<file path="src/sv/cbum_pkg.sv">
// ----------------------------------------------------------------------------
// Usage map package
// Shared widths, result codes and the controller/datapath command and status
// groups of the contiguous block usage map.
// ----------------------------------------------------------------------------
package cbum_pkg;

   localparam int MAX_BLOCKS = 1024;
   localparam int BLK_W      = $clog2(MAX_BLOCKS);
   localparam int SIZE_W     = BLK_W + 1;
   localparam int WORD_W     = 16;
   localparam int BIT_SEL_W  = $clog2(WORD_W);
   localparam int NUM_WORDS  = MAX_BLOCKS / WORD_W;
   localparam int ADDR_W     = $clog2(NUM_WORDS);
   localparam int HALF_W     = WORD_W / 2;
   localparam int HALF_SEL_W = $clog2(HALF_W);

   typedef enum logic [1:0] {
      ST_OK        = 2'd0,
      ST_BOUNDS    = 2'd1,
      ST_IN_USE    = 2'd2,
      ST_NOT_FOUND = 2'd3
   } status_type;

   typedef enum logic {
      KIND_MARK = 1'b0,
      KIND_FIND = 1'b1
   } kind_type;

   typedef struct packed {
      logic       load;
      logic       rd;
      logic       step;
      logic       rewind;
      logic       find_step;
      logic       write;
      logic       set_res;
      status_type res_code;
      logic       use_hit;
      logic       out_load;
   } cmd_type;

   typedef struct packed {
      logic is_find;
      logic size_zero;
      logic bad_bounds;
      logic empty_range;
      logic make_free;
      logic last_word;
      logic used_hit;
      logic hit;
      logic half_hi;
      logic out_free;
   } sts_type;

endpackage

</file>
<file path="src/sv/cbum_req_if.sv">
// ----------------------------------------------------------------------------
// Request channel
// Valid/ready channel carrying one mark or find request word.
// ----------------------------------------------------------------------------
interface cbum_req_if;
   logic                      valid;
   logic                      ready;
   logic                      kind;
   logic [cbum_pkg::BLK_W-1:0]  first_block;
   logic [cbum_pkg::SIZE_W-1:0] end_block;
   logic                      mark_free;
   logic [cbum_pkg::SIZE_W-1:0] required_count;

   modport source (output valid, kind, first_block, end_block, mark_free,
                   required_count, input ready);
   modport sink   (input valid, kind, first_block, end_block, mark_free,
                   required_count, output ready);
endinterface

</file>
<file path="src/sv/cbum_rsp_if.sv">
// ----------------------------------------------------------------------------
// Response channel
// Valid/ready channel carrying one result word per request.
// ----------------------------------------------------------------------------
interface cbum_rsp_if;
   logic                       valid;
   logic                       ready;
   logic [1:0]                 status;
   logic [cbum_pkg::BLK_W-1:0] found_start;

   modport source (output valid, status, found_start, input ready);
   modport sink   (input valid, status, found_start, output ready);
endinterface

</file>
<file path="src/sv/contiguous_block_usage_map.sv">
// ----------------------------------------------------------------------------
// Contiguous block usage map
// Free/used mark per storage block with range marking and first-fit search.
//
//   channel   dir   handshake      contents
//   req_bus   in    valid/ready    kind, first_block, end_block, mark_free,
//                                  required_count
//   rsp_bus   out   valid/ready    status, found_start
//   csr_*     in    write enable   map_size
//
// Mark free: one write pass over the map words covered by the range.
// Mark used: check pass then write pass, one word a cycle.
// Find: scans the map words in order from word 0, one half word per cycle.
// One request in flight; the next is taken once the result is registered.
// Reset is synchronous and clears all marks at once through per-word flags.
// A stalled result holds in the output register; the block then takes one more
// request and holds its result until the output register is free.
// ----------------------------------------------------------------------------
module contiguous_block_usage_map (
   input  logic                        clock,
   input  logic                        reset,
   cbum_req_if.sink                    req_bus,
   cbum_rsp_if.source                  rsp_bus,
   input  logic                        csr_we,
   input  logic [cbum_pkg::SIZE_W-1:0] csr_wdata
);

   logic [cbum_pkg::SIZE_W-1:0] map_size_ff;
   cbum_pkg::cmd_type           cmd;
   cbum_pkg::sts_type           sts;

   always_ff @(posedge clock) begin
      if (reset) begin
         map_size_ff <= cbum_pkg::SIZE_W'(cbum_pkg::MAX_BLOCKS);
      end else if (csr_we) begin
         map_size_ff <= csr_wdata;
      end
   end

   cbum_ctrl u_ctrl (
      .clock     (clock),
      .reset     (reset),
      .req_valid (req_bus.valid),
      .req_ready (req_bus.ready),
      .sts       (sts),
      .cmd       (cmd)
   );

   cbum_datapath u_datapath (
      .clock              (clock),
      .reset              (reset),
      .cmd                (cmd),
      .sts                (sts),
      .map_size           (map_size_ff),
      .req_kind           (req_bus.kind),
      .req_first_block    (req_bus.first_block),
      .req_end_block      (req_bus.end_block),
      .req_mark_free      (req_bus.mark_free),
      .req_required_count (req_bus.required_count),
      .rsp_valid          (rsp_bus.valid),
      .rsp_ready          (rsp_bus.ready),
      .rsp_status         (rsp_bus.status),
      .rsp_found_start    (rsp_bus.found_start)
   );

endmodule

</file>
<file path="src/sv/cbum_ctrl.sv">
// ----------------------------------------------------------------------------
// Usage map controller
// Sequences bounds check, used-range check, write pass and first-fit scan.
// ----------------------------------------------------------------------------
module cbum_ctrl (
   input  logic              clock,
   input  logic              reset,
   input  logic              req_valid,
   output logic              req_ready,
   input  cbum_pkg::sts_type sts,
   output cbum_pkg::cmd_type cmd
);

   typedef enum logic [2:0] {
      S_IDLE,
      S_EVAL,
      S_FIND,
      S_CHECK,
      S_WRITE,
      S_RESP
   } state_type;

   state_type state_ff, state_in;

   always_comb begin
      cmd       = '0;
      cmd.res_code = cbum_pkg::ST_OK;
      state_in  = state_ff;
      req_ready = (state_ff == S_IDLE);
      unique case (state_ff)
         S_IDLE: begin
            if (req_valid) begin
               cmd.load = 1'b1;
               state_in = S_EVAL;
            end
         end
         S_EVAL: begin
            if (sts.is_find) begin
               if (sts.size_zero) begin
                  cmd.set_res  = 1'b1;
                  cmd.res_code = cbum_pkg::ST_NOT_FOUND;
                  state_in     = S_RESP;
               end else begin
                  cmd.rd   = 1'b1;
                  state_in = S_FIND;
               end
            end else if (sts.bad_bounds) begin
               cmd.set_res  = 1'b1;
               cmd.res_code = cbum_pkg::ST_BOUNDS;
               state_in     = S_RESP;
            end else if (sts.empty_range) begin
               cmd.set_res  = 1'b1;
               cmd.res_code = cbum_pkg::ST_OK;
               state_in     = S_RESP;
            end else begin
               cmd.rd   = 1'b1;
               state_in = sts.make_free ? S_WRITE : S_CHECK;
            end
         end
         S_FIND: begin
            cmd.find_step = 1'b1;
            if (sts.hit) begin
               cmd.set_res  = 1'b1;
               cmd.res_code = cbum_pkg::ST_OK;
               cmd.use_hit  = 1'b1;
               state_in     = S_RESP;
            end else if (sts.half_hi) begin
               if (sts.last_word) begin
                  cmd.set_res  = 1'b1;
                  cmd.res_code = cbum_pkg::ST_NOT_FOUND;
                  state_in     = S_RESP;
               end else begin
                  cmd.step = 1'b1;
               end
            end
         end
         S_CHECK: begin
            if (sts.used_hit) begin
               cmd.set_res  = 1'b1;
               cmd.res_code = cbum_pkg::ST_IN_USE;
               state_in     = S_RESP;
            end else if (sts.last_word) begin
               cmd.rewind = 1'b1;
               state_in   = S_WRITE;
            end else begin
               cmd.step = 1'b1;
            end
         end
         S_WRITE: begin
            cmd.write = 1'b1;
            if (sts.last_word) begin
               cmd.set_res  = 1'b1;
               cmd.res_code = cbum_pkg::ST_OK;
               state_in     = S_RESP;
            end else begin
               cmd.step = 1'b1;
            end
         end
         S_RESP: begin
            if (sts.out_free) begin
               cmd.out_load = 1'b1;
               state_in     = S_IDLE;
            end
         end
         default: state_in = S_IDLE;
      endcase
   end

   always_ff @(posedge clock) begin
      if (reset) begin
         state_ff <= S_IDLE;
      end else begin
         state_ff <= state_in;
      end
   end

endmodule

</file>
<file path="src/sv/cbum_datapath.sv">
// ----------------------------------------------------------------------------
// Usage map datapath
// Map memory of 16-bit words with per-word valid bits, range masks, run
// tracking for the first-fit scan, result and output registers.
// ----------------------------------------------------------------------------
module cbum_datapath (
   input  logic                            clock,
   input  logic                            reset,
   input  cbum_pkg::cmd_type               cmd,
   output cbum_pkg::sts_type               sts,
   input  logic [cbum_pkg::SIZE_W-1:0]     map_size,
   input  logic                            req_kind,
   input  logic [cbum_pkg::BLK_W-1:0]      req_first_block,
   input  logic [cbum_pkg::SIZE_W-1:0]     req_end_block,
   input  logic                            req_mark_free,
   input  logic [cbum_pkg::SIZE_W-1:0]     req_required_count,
   output logic                            rsp_valid,
   input  logic                            rsp_ready,
   output logic [1:0]                      rsp_status,
   output logic [cbum_pkg::BLK_W-1:0]      rsp_found_start
);

   // request and scan registers
   logic                                kind_ff;
   logic [cbum_pkg::BLK_W-1:0]          first_ff;
   logic [cbum_pkg::SIZE_W-1:0]         end_ff;
   logic                                free_ff;
   logic [cbum_pkg::SIZE_W-1:0]         need_ff;
   logic [cbum_pkg::SIZE_W-1:0]         eff_ff, eff_in;
   logic [cbum_pkg::ADDR_W-1:0]         word_ff, word_in;
   logic                                half_ff;
   logic [cbum_pkg::SIZE_W-1:0]         run_ff, run_in;
   logic [cbum_pkg::BLK_W-1:0]          run_start_ff, run_start_in;

   // map memory
   logic [cbum_pkg::WORD_W-1:0]         mem [cbum_pkg::NUM_WORDS];
   logic [cbum_pkg::NUM_WORDS-1:0]      mem_valid_ff;
   logic [cbum_pkg::WORD_W-1:0]         rd_mem_ff;
   logic                                rd_valid_ff;
   logic [cbum_pkg::WORD_W-1:0]         rd_word;
   logic                                rd_en;
   logic [cbum_pkg::ADDR_W-1:0]         rd_addr;

   // masks and results
   logic [cbum_pkg::ADDR_W-1:0]         first_word, last_word;
   logic [cbum_pkg::SIZE_W-1:0]         lim;
   logic [cbum_pkg::WORD_W-1:0]         lo_mask, hi_mask, mask, wr_word;
   logic                                hit;
   logic [cbum_pkg::BLK_W-1:0]          hit_start;
   cbum_pkg::status_type                res_status_ff;
   logic [cbum_pkg::BLK_W-1:0]          res_start_ff;
   logic                                rsp_valid_ff;
   logic [1:0]                          rsp_status_ff;
   logic [cbum_pkg::BLK_W-1:0]          rsp_start_ff;

   // clamp map size to the map depth
   assign eff_in = (map_size > cbum_pkg::SIZE_W'(cbum_pkg::MAX_BLOCKS))
                   ? cbum_pkg::SIZE_W'(cbum_pkg::MAX_BLOCKS) : map_size;

   assign first_word = first_ff[cbum_pkg::BLK_W-1:cbum_pkg::BIT_SEL_W];
   assign lim        = kind_ff ? (eff_ff - 1'b1) : (end_ff - 1'b1);
   assign last_word  = lim[cbum_pkg::BLK_W-1:cbum_pkg::BIT_SEL_W];

   assign lo_mask = (word_ff == first_word)
                    ? ({cbum_pkg::WORD_W{1'b1}} << first_ff[cbum_pkg::BIT_SEL_W-1:0])
                    : {cbum_pkg::WORD_W{1'b1}};
   assign hi_mask = (word_ff == last_word)
                    ? ({cbum_pkg::WORD_W{1'b1}} >>
                       (cbum_pkg::BIT_SEL_W'(cbum_pkg::WORD_W - 1) -
                        lim[cbum_pkg::BIT_SEL_W-1:0]))
                    : {cbum_pkg::WORD_W{1'b1}};
   assign mask    = lo_mask & hi_mask;

   assign rd_word = rd_valid_ff ? rd_mem_ff : '0;
   assign wr_word = free_ff ? (rd_word & ~mask) : (rd_word | mask);

   assign rd_en   = cmd.rd | cmd.step | cmd.rewind;
   assign rd_addr = cmd.rewind ? first_word : (cmd.step ? word_ff + 1'b1 : word_ff);

   // walk one half word of the scan
   always_comb begin
      logic [cbum_pkg::SIZE_W-1:0]        run_v;
      logic [cbum_pkg::BLK_W-1:0]         st_v;
      logic [cbum_pkg::BLK_W-1:0]         idx;
      logic                               used;
      run_v     = run_ff;
      st_v      = run_start_ff;
      hit       = 1'b0;
      hit_start = '0;
      for (int k = 0; k < cbum_pkg::HALF_W; k++) begin
         idx  = {word_ff, half_ff, cbum_pkg::HALF_SEL_W'(k)};
         used = rd_word[{half_ff, cbum_pkg::HALF_SEL_W'(k)}];
         if (!hit && ({1'b0, idx} < eff_ff)) begin
            if (!used) begin
               if (run_v == '0) begin
                  st_v = idx;
               end
               run_v = run_v + 1'b1;
            end else begin
               run_v = '0;
            end
            if (run_v == need_ff) begin
               hit       = 1'b1;
               hit_start = st_v;
            end
         end
      end
      run_in       = run_v;
      run_start_in = st_v;
   end

   always_comb begin
      word_in = word_ff;
      if (cmd.load) begin
         word_in = (req_kind == cbum_pkg::KIND_FIND) ? '0
                   : req_first_block[cbum_pkg::BLK_W-1:cbum_pkg::BIT_SEL_W];
      end else if (cmd.rewind) begin
         word_in = first_word;
      end else if (cmd.step) begin
         word_in = word_ff + 1'b1;
      end
   end

   always_comb begin
      sts             = '0;
      sts.is_find     = kind_ff;
      sts.size_zero   = (eff_ff == '0);
      sts.bad_bounds  = (end_ff >= eff_ff) || ({1'b0, first_ff} > end_ff);
      sts.empty_range = ({1'b0, first_ff} == end_ff);
      sts.make_free   = free_ff;
      sts.last_word   = (word_ff == last_word);
      sts.used_hit    = |(rd_word & mask);
      sts.hit         = hit;
      sts.half_hi     = half_ff;
      sts.out_free    = !rsp_valid_ff || rsp_ready;
   end

   always_ff @(posedge clock) begin
      if (cmd.load) begin
         kind_ff  <= req_kind;
         first_ff <= req_first_block;
         end_ff   <= req_end_block;
         free_ff  <= req_mark_free;
         need_ff  <= req_required_count;
         eff_ff   <= eff_in;
      end
      word_ff <= word_in;
      if (cmd.load) begin
         half_ff      <= 1'b0;
         run_ff       <= '0;
         run_start_ff <= '0;
      end else if (cmd.find_step) begin
         half_ff      <= ~half_ff;
         run_ff       <= run_in;
         run_start_ff <= run_start_in;
      end
      if (cmd.set_res) begin
         res_status_ff <= cmd.res_code;
         res_start_ff  <= cmd.use_hit ? hit_start : '0;
      end
   end

   always_ff @(posedge clock) begin
      if (cmd.write) begin
         mem[word_ff] <= wr_word;
      end
      if (rd_en) begin
         rd_mem_ff <= mem[rd_addr];
      end
   end

   always_ff @(posedge clock) begin
      if (reset) begin
         mem_valid_ff <= '0;
         rd_valid_ff  <= 1'b0;
      end else begin
         if (cmd.write) begin
            mem_valid_ff[word_ff] <= 1'b1;
         end
         if (rd_en) begin
            rd_valid_ff <= mem_valid_ff[rd_addr];
         end
      end
   end

   always_ff @(posedge clock) begin
      if (reset) begin
         rsp_valid_ff <= 1'b0;
      end else if (cmd.out_load) begin
         rsp_valid_ff <= 1'b1;
      end else if (rsp_ready) begin
         rsp_valid_ff <= 1'b0;
      end
      if (cmd.out_load) begin
         rsp_status_ff <= res_status_ff;
         rsp_start_ff  <= res_start_ff;
      end
   end

   assign rsp_valid       = rsp_valid_ff;
   assign rsp_status      = rsp_status_ff;
   assign rsp_found_start = rsp_start_ff;

   a_no_write_on_find: assert property (@(posedge clock) disable iff (reset)
      cmd.write |-> !kind_ff)
      else $error("map written during a find");

   a_out_slot_free: assert property (@(posedge clock) disable iff (reset)
      cmd.out_load |-> (!rsp_valid_ff || rsp_ready))
      else $error("result word overwritten before it was taken");

   a_bounds_reason: assert property (@(posedge clock) disable iff (reset)
      (cmd.set_res && cmd.res_code == cbum_pkg::ST_BOUNDS) |-> sts.bad_bounds)
      else $error("bounds rejection without a bounds fault");

   a_hit_backed: assert property (@(posedge clock) disable iff (reset)
      cmd.use_hit |-> (hit && kind_ff))
      else $error("run start taken without a hit");

   a_write_after_check: assert property (@(posedge clock) disable iff (reset)
      (cmd.set_res && cmd.res_code == cbum_pkg::ST_IN_USE) |=> !cmd.write)
      else $error("write after an in-use rejection");

endmodule
</file>
<file path="src/flat_wrapper.sv">
// flat-port wrapper written by rule: the top's interface ports become plain ports
module contiguous_block_usage_map_flat 
  (clock, reset, csr_we, csr_wdata, req_bus_valid, req_bus_kind, req_bus_first_block, req_bus_end_block, req_bus_mark_free, req_bus_required_count, req_bus_ready, rsp_bus_valid, rsp_bus_status, rsp_bus_found_start, rsp_bus_ready);
  cbum_req_if req_bus_i ();
  cbum_rsp_if rsp_bus_i ();
  input  logic clock;
  input  logic reset;
  input  logic csr_we;
  input  logic [cbum_pkg::SIZE_W-1:0] csr_wdata;
  input wire logic [$bits(req_bus_i.valid)-1:0] req_bus_valid;
  input wire logic [$bits(req_bus_i.kind)-1:0] req_bus_kind;
  input wire logic [$bits(req_bus_i.first_block)-1:0] req_bus_first_block;
  input wire logic [$bits(req_bus_i.end_block)-1:0] req_bus_end_block;
  input wire logic [$bits(req_bus_i.mark_free)-1:0] req_bus_mark_free;
  input wire logic [$bits(req_bus_i.required_count)-1:0] req_bus_required_count;
  output wire logic [$bits(req_bus_i.ready)-1:0] req_bus_ready;
  output wire logic [$bits(rsp_bus_i.valid)-1:0] rsp_bus_valid;
  output wire logic [$bits(rsp_bus_i.status)-1:0] rsp_bus_status;
  output wire logic [$bits(rsp_bus_i.found_start)-1:0] rsp_bus_found_start;
  input wire logic [$bits(rsp_bus_i.ready)-1:0] rsp_bus_ready;
  assign req_bus_i.valid = req_bus_valid;
  assign req_bus_i.kind = req_bus_kind;
  assign req_bus_i.first_block = req_bus_first_block;
  assign req_bus_i.end_block = req_bus_end_block;
  assign req_bus_i.mark_free = req_bus_mark_free;
  assign req_bus_i.required_count = req_bus_required_count;
  assign req_bus_ready = req_bus_i.ready;
  assign rsp_bus_valid = rsp_bus_i.valid;
  assign rsp_bus_status = rsp_bus_i.status;
  assign rsp_bus_found_start = rsp_bus_i.found_start;
  assign rsp_bus_i.ready = rsp_bus_ready;
  contiguous_block_usage_map u_core (.clock(clock), .reset(reset), .req_bus(req_bus_i), .rsp_bus(rsp_bus_i), .csr_we(csr_we), .csr_wdata(csr_wdata));
endmodule
</file>
<file path="config.mk">
export PLATFORM = sky130hd
export DESIGN_NAME = contiguous_block_usage_map_flat
export DESIGN_NICKNAME = d
export VERILOG_FILES = /design/src/sv/cbum_pkg.sv /design/src/sv/cbum_req_if.sv /design/src/sv/cbum_rsp_if.sv /design/src/sv/contiguous_block_usage_map.sv /design/src/sv/cbum_ctrl.sv /design/src/sv/cbum_datapath.sv /design/src/flat_wrapper.sv
export SDC_FILE = /design/constraint.sdc
export NUM_CORES = 2
export LEC_CHECK = 0
export ABC_AREA = 1
export BUFFER_PORTS_ARGS = -buffer_cell sky130_fd_sc_hd__buf_2
export CAP_MARGIN = 20
export CORE_AREA = 5 5 306 308
export CTS_BUF_LIST = sky130_fd_sc_hd__clkbuf_8
export DETAILED_ROUTE_END_ITERATION = 10
export DIE_AREA = 0 0 311 313
export PLACE_DENSITY_LB_ADDON = 0.15
export SLEW_MARGIN = 20
export SYNTH_ARGS = -nofsm -noshare
export SYNTH_HDL_FRONTEND = slang
export SYNTH_HIERARCHICAL = 1
export SYNTH_SLANG_ARGS = --single-unit
</file>
<file path="constraint.sdc">
create_clock -name clock -period 13.2 [get_ports clock]
set_clock_uncertainty 0.05 [all_clocks]
set_input_delay 1.32 -clock clock [delete_from_list [all_inputs] [get_ports clock]]
set_output_delay 1.32 -clock clock [all_outputs]
set_load 0.05 [all_outputs]
</file>
After elaboration in Yosys (flattened, before gate mapping)
Memories as Yosys holds them, arrays and structs flattened. A register that Yosys moved wholly into a read port is not among the register bits.
Index checks and enable logic that the tools add are counted.

storage, ports and cells
  logic and storage cells = 277
  bits of input ports = 50
  memories = 1
  flip-flop bits (word level) = 177
  memory bits (writable) = 1,024
  output and inout port bits = 14

operators by class
  reductions and logical operators = 31
  muxes and demuxes = 161
  bitwise logic cells = 9
  add/sub/neg operators = 12
  magnitude comparators = 22
  shift operators = 2
  equal/unequal tests = 20

memory list
  name                   depth  bits a word  rd ports  clocked after memory_dff  wr ports  line                 text
  u_core.u_datapath.mem  64     16           1         1                         1         cbum_datapath.sv:36  logic [cbum_pkg::WORD_W-1:0] mem [cbum_pkg::NUM_WORDS];

operators with widths
  operator                 count
  $mux W10                 46
  $mux W11                 24
  $logic_not A11 Y1        9
  $add A11 B1 Y11 const B  8
  $eq A11 B11 Y1           8
  $lt A10 B11 Y1           8
  $mux W16                 4
  $or A64 B64 Y64          1
  $mux W3                  21
  $mux W1                  56
  $and A16 B16 Y16         3
  $lt A4 B5 Y1 const B     8
  $mux W6                  4
  $sub A10 B1 Y10 const B  2
  $pmux W3 S6              1
  $not A16 Y16             1
  $or A16 B16 Y16          1
  $reduce_or A16 Y1        1
  $shl A16 B4 Y16 const A  1
  $shr A16 B4 Y16 const A  1
  $lt A6 B7 Y1 const B     2
  $eq A6 B6 Y1             2
  $pmux W3 S4              1
  $eq A10 B11 Y1           1
  25 further kinds         43

Longest topological paths before layout
  word-level depth = 56
  depth in mapped cells = 92
  depth with buffers taken out = 84

Hierarchy
Netlist, hierarchy kept.

by module, submodules not included
  module                      times used  area an instance (um2)  sequential area each (um2)  cells an instance
  cbum_datapath               1           57,559.0                35,183.7                    5,647
  contiguous_block_usage_map  1           455.4                   220.2                       69
  cbum_ctrl                   1           452.9                   60.1                        82

Least setup slack after synthesis
No wires, ideal clock.

  kind = register to register
  start point = reg u_core/u_datapath/eff_ff[9] (netlist name)
  end point = reg u_core/u_datapath/rd_mem_ff[10] (netlist name), read port of u_core.u_datapath.mem (data pin)
  required time = 13.019 ns
  setup slack = 3.104 ns
  clock period less this slack = 10.096 ns
  library setup time = 0.131 ns
  path buffers = 8
  arrival = 9.915 ns
  cell stages (with the launch flop) = 83
  path through = edfxtp_1 > inv_1 > ha_1 > inv_1 > nor2_1 > a21boi_4 > nand3_4 > buf_8 > nand2_1 > nand2_2 > ha_1 > nand2_1 > xor2_1 > nand2_1 > nor2_1 > nand2_1 > clkinv_1 > nand3_1 > [... 47 more ...] > nand3_1 > buf_4 > nor2_1 > nand3_1 > o211ai_1 > or2_2 > nand3_1 > nand2_1 > inv_1 > clkbuf_1 > clkbuf_1 > clkbuf_1 > nor2_1 > o311ai_0 > o211ai_1 > nand3_1 > nand3_1 > nand2_1

RTL lines
  element                 line                  text
  from (decl)             cbum_datapath.sv:29   logic [cbum_pkg::SIZE_W-1:0] eff_ff, eff_in;
  from (signal assigned)  cbum_datapath.sv:145  eff_ff <= eff_in;
  to (decl)               cbum_datapath.sv:38   logic [cbum_pkg::WORD_W-1:0] rd_mem_ff;

==> flow_summary.ini <==
[run_status]
status = completed

[clocking]
cts-hold-fix-buffers = 0
clock_path_buffers = 3
cts_tree = built
clock_sinks = 1217
clkTransAtPathRegs_ns = 0.07
cts_buffers = 189
clk_latency_ns = 0.90
htreeDepth = 4
cts_root_buf = clkbuf_8

[worst_setup_path]
crit_top_cell = nand2_1
worst_r2r_path_depth = 75
crit_slowest_cell = o211ai_1
worstPathRequired_ns = 13.79
crit_type = reg2reg
max_stage_delay_ns = 0.50
reg2reg_slack_ns = 0.89
startpoint_type = flop
worstPathArrival_ns = 12.90
cp-end-kind = flop
critPathMaxFanout = 60

[detailed_routing]
initialDrtViolationCount = 5679
ant_nets = 0
wl_per_cell_um = 24.25
vias = 46210
viasPerCell = 6.372
firstDrtPassIters = 7
drc = 0
routed_wl_um = 175900

[logic_synthesis]
synth_ff_type = edfxtp_1
yosys.cell_count.top_type = nor2_1
synth_seq_cells = 1217
ys_warn_count = 6
synth_nets = 5898
yosysUniqueCellTypes = 62
synth_edf_count = 1109
synthTopCellsByArea = edfxtp_1, nor2_1, nand2_1, dfxtp_1, o21ai_0
netlist_area_um2 = 58470
avgSynthCellArea_um2 = 10.08
yosysSeqAreaShare_pct = 60.66
ys_top_cells_by_count = nor2_1, edfxtp_1, nand2_1, o21ai_0, nand3_1
synth_top_area_share_pct = 56.96
synth_largest_area_cell = edfxtp_1
postSynthCellCount = 5798
async_flop_share_pct = 0

[die]
start_util_pct = 64.37
die-height_um = 313
die_w_um = 311
rows = 111
die-area_um2 = 97340
top_level_ports = 64
coreArea_um2 = 90830

[worst_hold_path]
hold-path-cell-count = 0
min_path_type = reg2reg

[global_route]
grt_pass1_vias = 42920
grt_use_total_pct = 34.97
antenna_found_initial = 6
grt_max_degree = 93
grt-ovfl-total = 0
grt_pass1_wl_um = 260100

[timing]
finalSetupViolations = 0
layout_worst_path_cycle_share_pct = 93.25
maxSlewHeadroom_pct = 23.74
fmax_mhz = 81.24
slew_violations = 0
period_needed_ns = 12.31
hold_violations = 0
max_slew.worst_pin.slew_ns = 1.143

[final_layout]
stdcell_area_um2 = 64800
layout-drive-gt1-share_pct = 12.60
utilization_pct = 71.34
syn_to_final_growth_pct = 10.83
fin_nets = 6009

[run]
cap_violations = 0

[placed_design]
placed_area_um2 = 60700
gp_congestion = 0.9816
portBuffers = 63
hpwlAfterDp_um = 114600
layout by cell type (no fill, tap or decap), types with 9 or more instances in the layout:
master    Yosys  routed
nor3_1       25      24
nand4_1     134     134
o21ai_2      19      22
o32ai_1     144     138
o21bai_1    132     132
inv_2        41      42
o311ai_0    129     119
nand3_2      18      26
nor2_1     1164    1157
o311ai_1      0      10
buf_12        0      22
nand2_4       8       9
o21ai_0     425     409
o21ai_4       3      17
clkinv_1     12      51
o22ai_1      25      25
clkbuf_8      0     205
nor2_2       28      35
o21ai_1      30      29
nand3_1     317     310
dfxtp_1     108     106
nor4_1       16      15
nor2_4       15      15
nand2_2      45      44
a21oi_1      77      72
o211ai_1    150     150
inv_1       297     354
buf_4         8     166
xor2_1       25      25
buf_2        22      62
edfxtp_1   1109    1109
ha_1         50      50
nand2_1     818     817
nand3_4      11      12
clkinv_2      0      19
repair_timing:
action | 4_1_cts | 5_1_grt
setup buffers | 0 | 20
gates resized for setup | 0 | 47
endpoints found under the setup margin | 0 | 17
sequential cells by signal, summed over array words and instances, names as in the netlist:
| register | cells |
|---|---|
| u_core/u_datapath/rd_mem_ff | 16 |
| u_core/u_datapath/need_ff | 11 |
| u_core/u_datapath/res_status_ff | 2 |
| u_core/u_datapath/run_ff | 11 |
| u_core/u_datapath/mem | 1024 |
| u_core/u_datapath/rsp_found_start | 10 |
| u_core/u_datapath/rsp_valid | 1 |
| u_core/u_datapath/end_ff | 11 |
| u_core/u_ctrl/state_ff | 3 |
| u_core/map_size_ff | 11 |
| u_core/u_datapath/kind_ff | 1 |
| u_core/u_datapath/first_ff | 10 |
| u_core/u_datapath/res_start_ff | 10 |
| u_core/u_datapath/half_ff | 1 |
| u_core/u_datapath/run_start_ff | 10 |
| u_core/u_datapath/word_ff | 6 |
| u_core/u_datapath/mem_valid_ff | 64 |
| u_core/u_datapath/rsp_status | 2 |
| u_core/u_datapath/free_ff | 1 |
| u_core/u_datapath/eff_ff | 11 |
| u_core/u_datapath/rd_valid_ff | 1 |
per-layer routing:
| metal | GRT usage (%) | wire length [um] | part of all wire (%) | vias up |
|---|---|---|---|---|
| met5 | 0 | 10 | 0.0057 | - |
| met4 | 18.58 | 10310 | 5.9 | 2 |
| li1 | - | - | - | 21050 |
| met1 | 46.95 | 66500 | 38 | 21960 |
| met3 | 7.240 | 18680 | 11 | 515 |
| met2 | 54.48 | 80410 | 46 | 2689 |
worst max-delay path, delay by kind of cell, from the launching register on:
kind                       cells  cell delay [ns]
and+or+nand+nor               55             7.01
buffers and inverters          8             1.28
DFF                            1             0.42
xor gates and xnor gates       1             0.15
adders and majority gates      4             1.05
AOI/OAI and AO/OA              7             1.97
kinds of logic (layout without fill, tap and decap cells):
family	after synthesis	after routing	share of synthesized area, %
and+or+nand+nor	2619	2621	19.38
DFF	1217	1217	60.66
AOI/OAI and AO/OA	1183	1183	13.59
buffers and inverters	696	960	4.804
adders and majority gates	50	50	1.070
other	0	3	0
muxes	5	5	0.08560
xor gates and xnor gates	28	28	0.4194
area by class of cell:
type / count / area (um2)
Antenna cell: 3 / 7.507
Clock buffer: 205 / 2821
Clock inverter: 141 / 818.3
Fill cell: 6616 / 26030
Inverter: 350 / 1360
Multi-Input combinational cell: 3887 / 20580
Sequential cell: 1217 / 35470
Tap cell: 1186 / 1484
Timing Repair Buffer: 262 / 2241
Timing Repair inverter: 2 / 17.52
metrics by stage:
stage                     std cells  setup WS [ns]  hold slack [ns]  TNS, ns
final                          7253         0.8904           0.3663        0
after global placement         6878        0.08191           0.3529        0
after CTS                      7224        0.07291           0.3687        0
after detailed placement       6878        0.05828           0.3551        0
after global routing           7251       -0.09117           0.3865  -0.8832
after floorplan                5798          3.104           0.3503        0
worst paths after layout:
check / start / end
setup / recovery: u_core/u_datapath/eff_ff[9] / u_core/u_datapath/rd_mem_ff[7]
hold / removal: u_core/u_datapath/res_start_ff[7] / u_core/u_datapath/rsp_found_start[7]
setup reg to reg: u_core/u_datapath/eff_ff[9] / u_core/u_datapath/rd_mem_ff[7]
hold reg to reg: u_core/u_datapath/res_start_ff[7] / u_core/u_datapath/rsp_found_start[7]
Power is left out: the tool's default activity adds up to more than one toggle a clock period on the data nets, which glitch-free logic cannot reach.
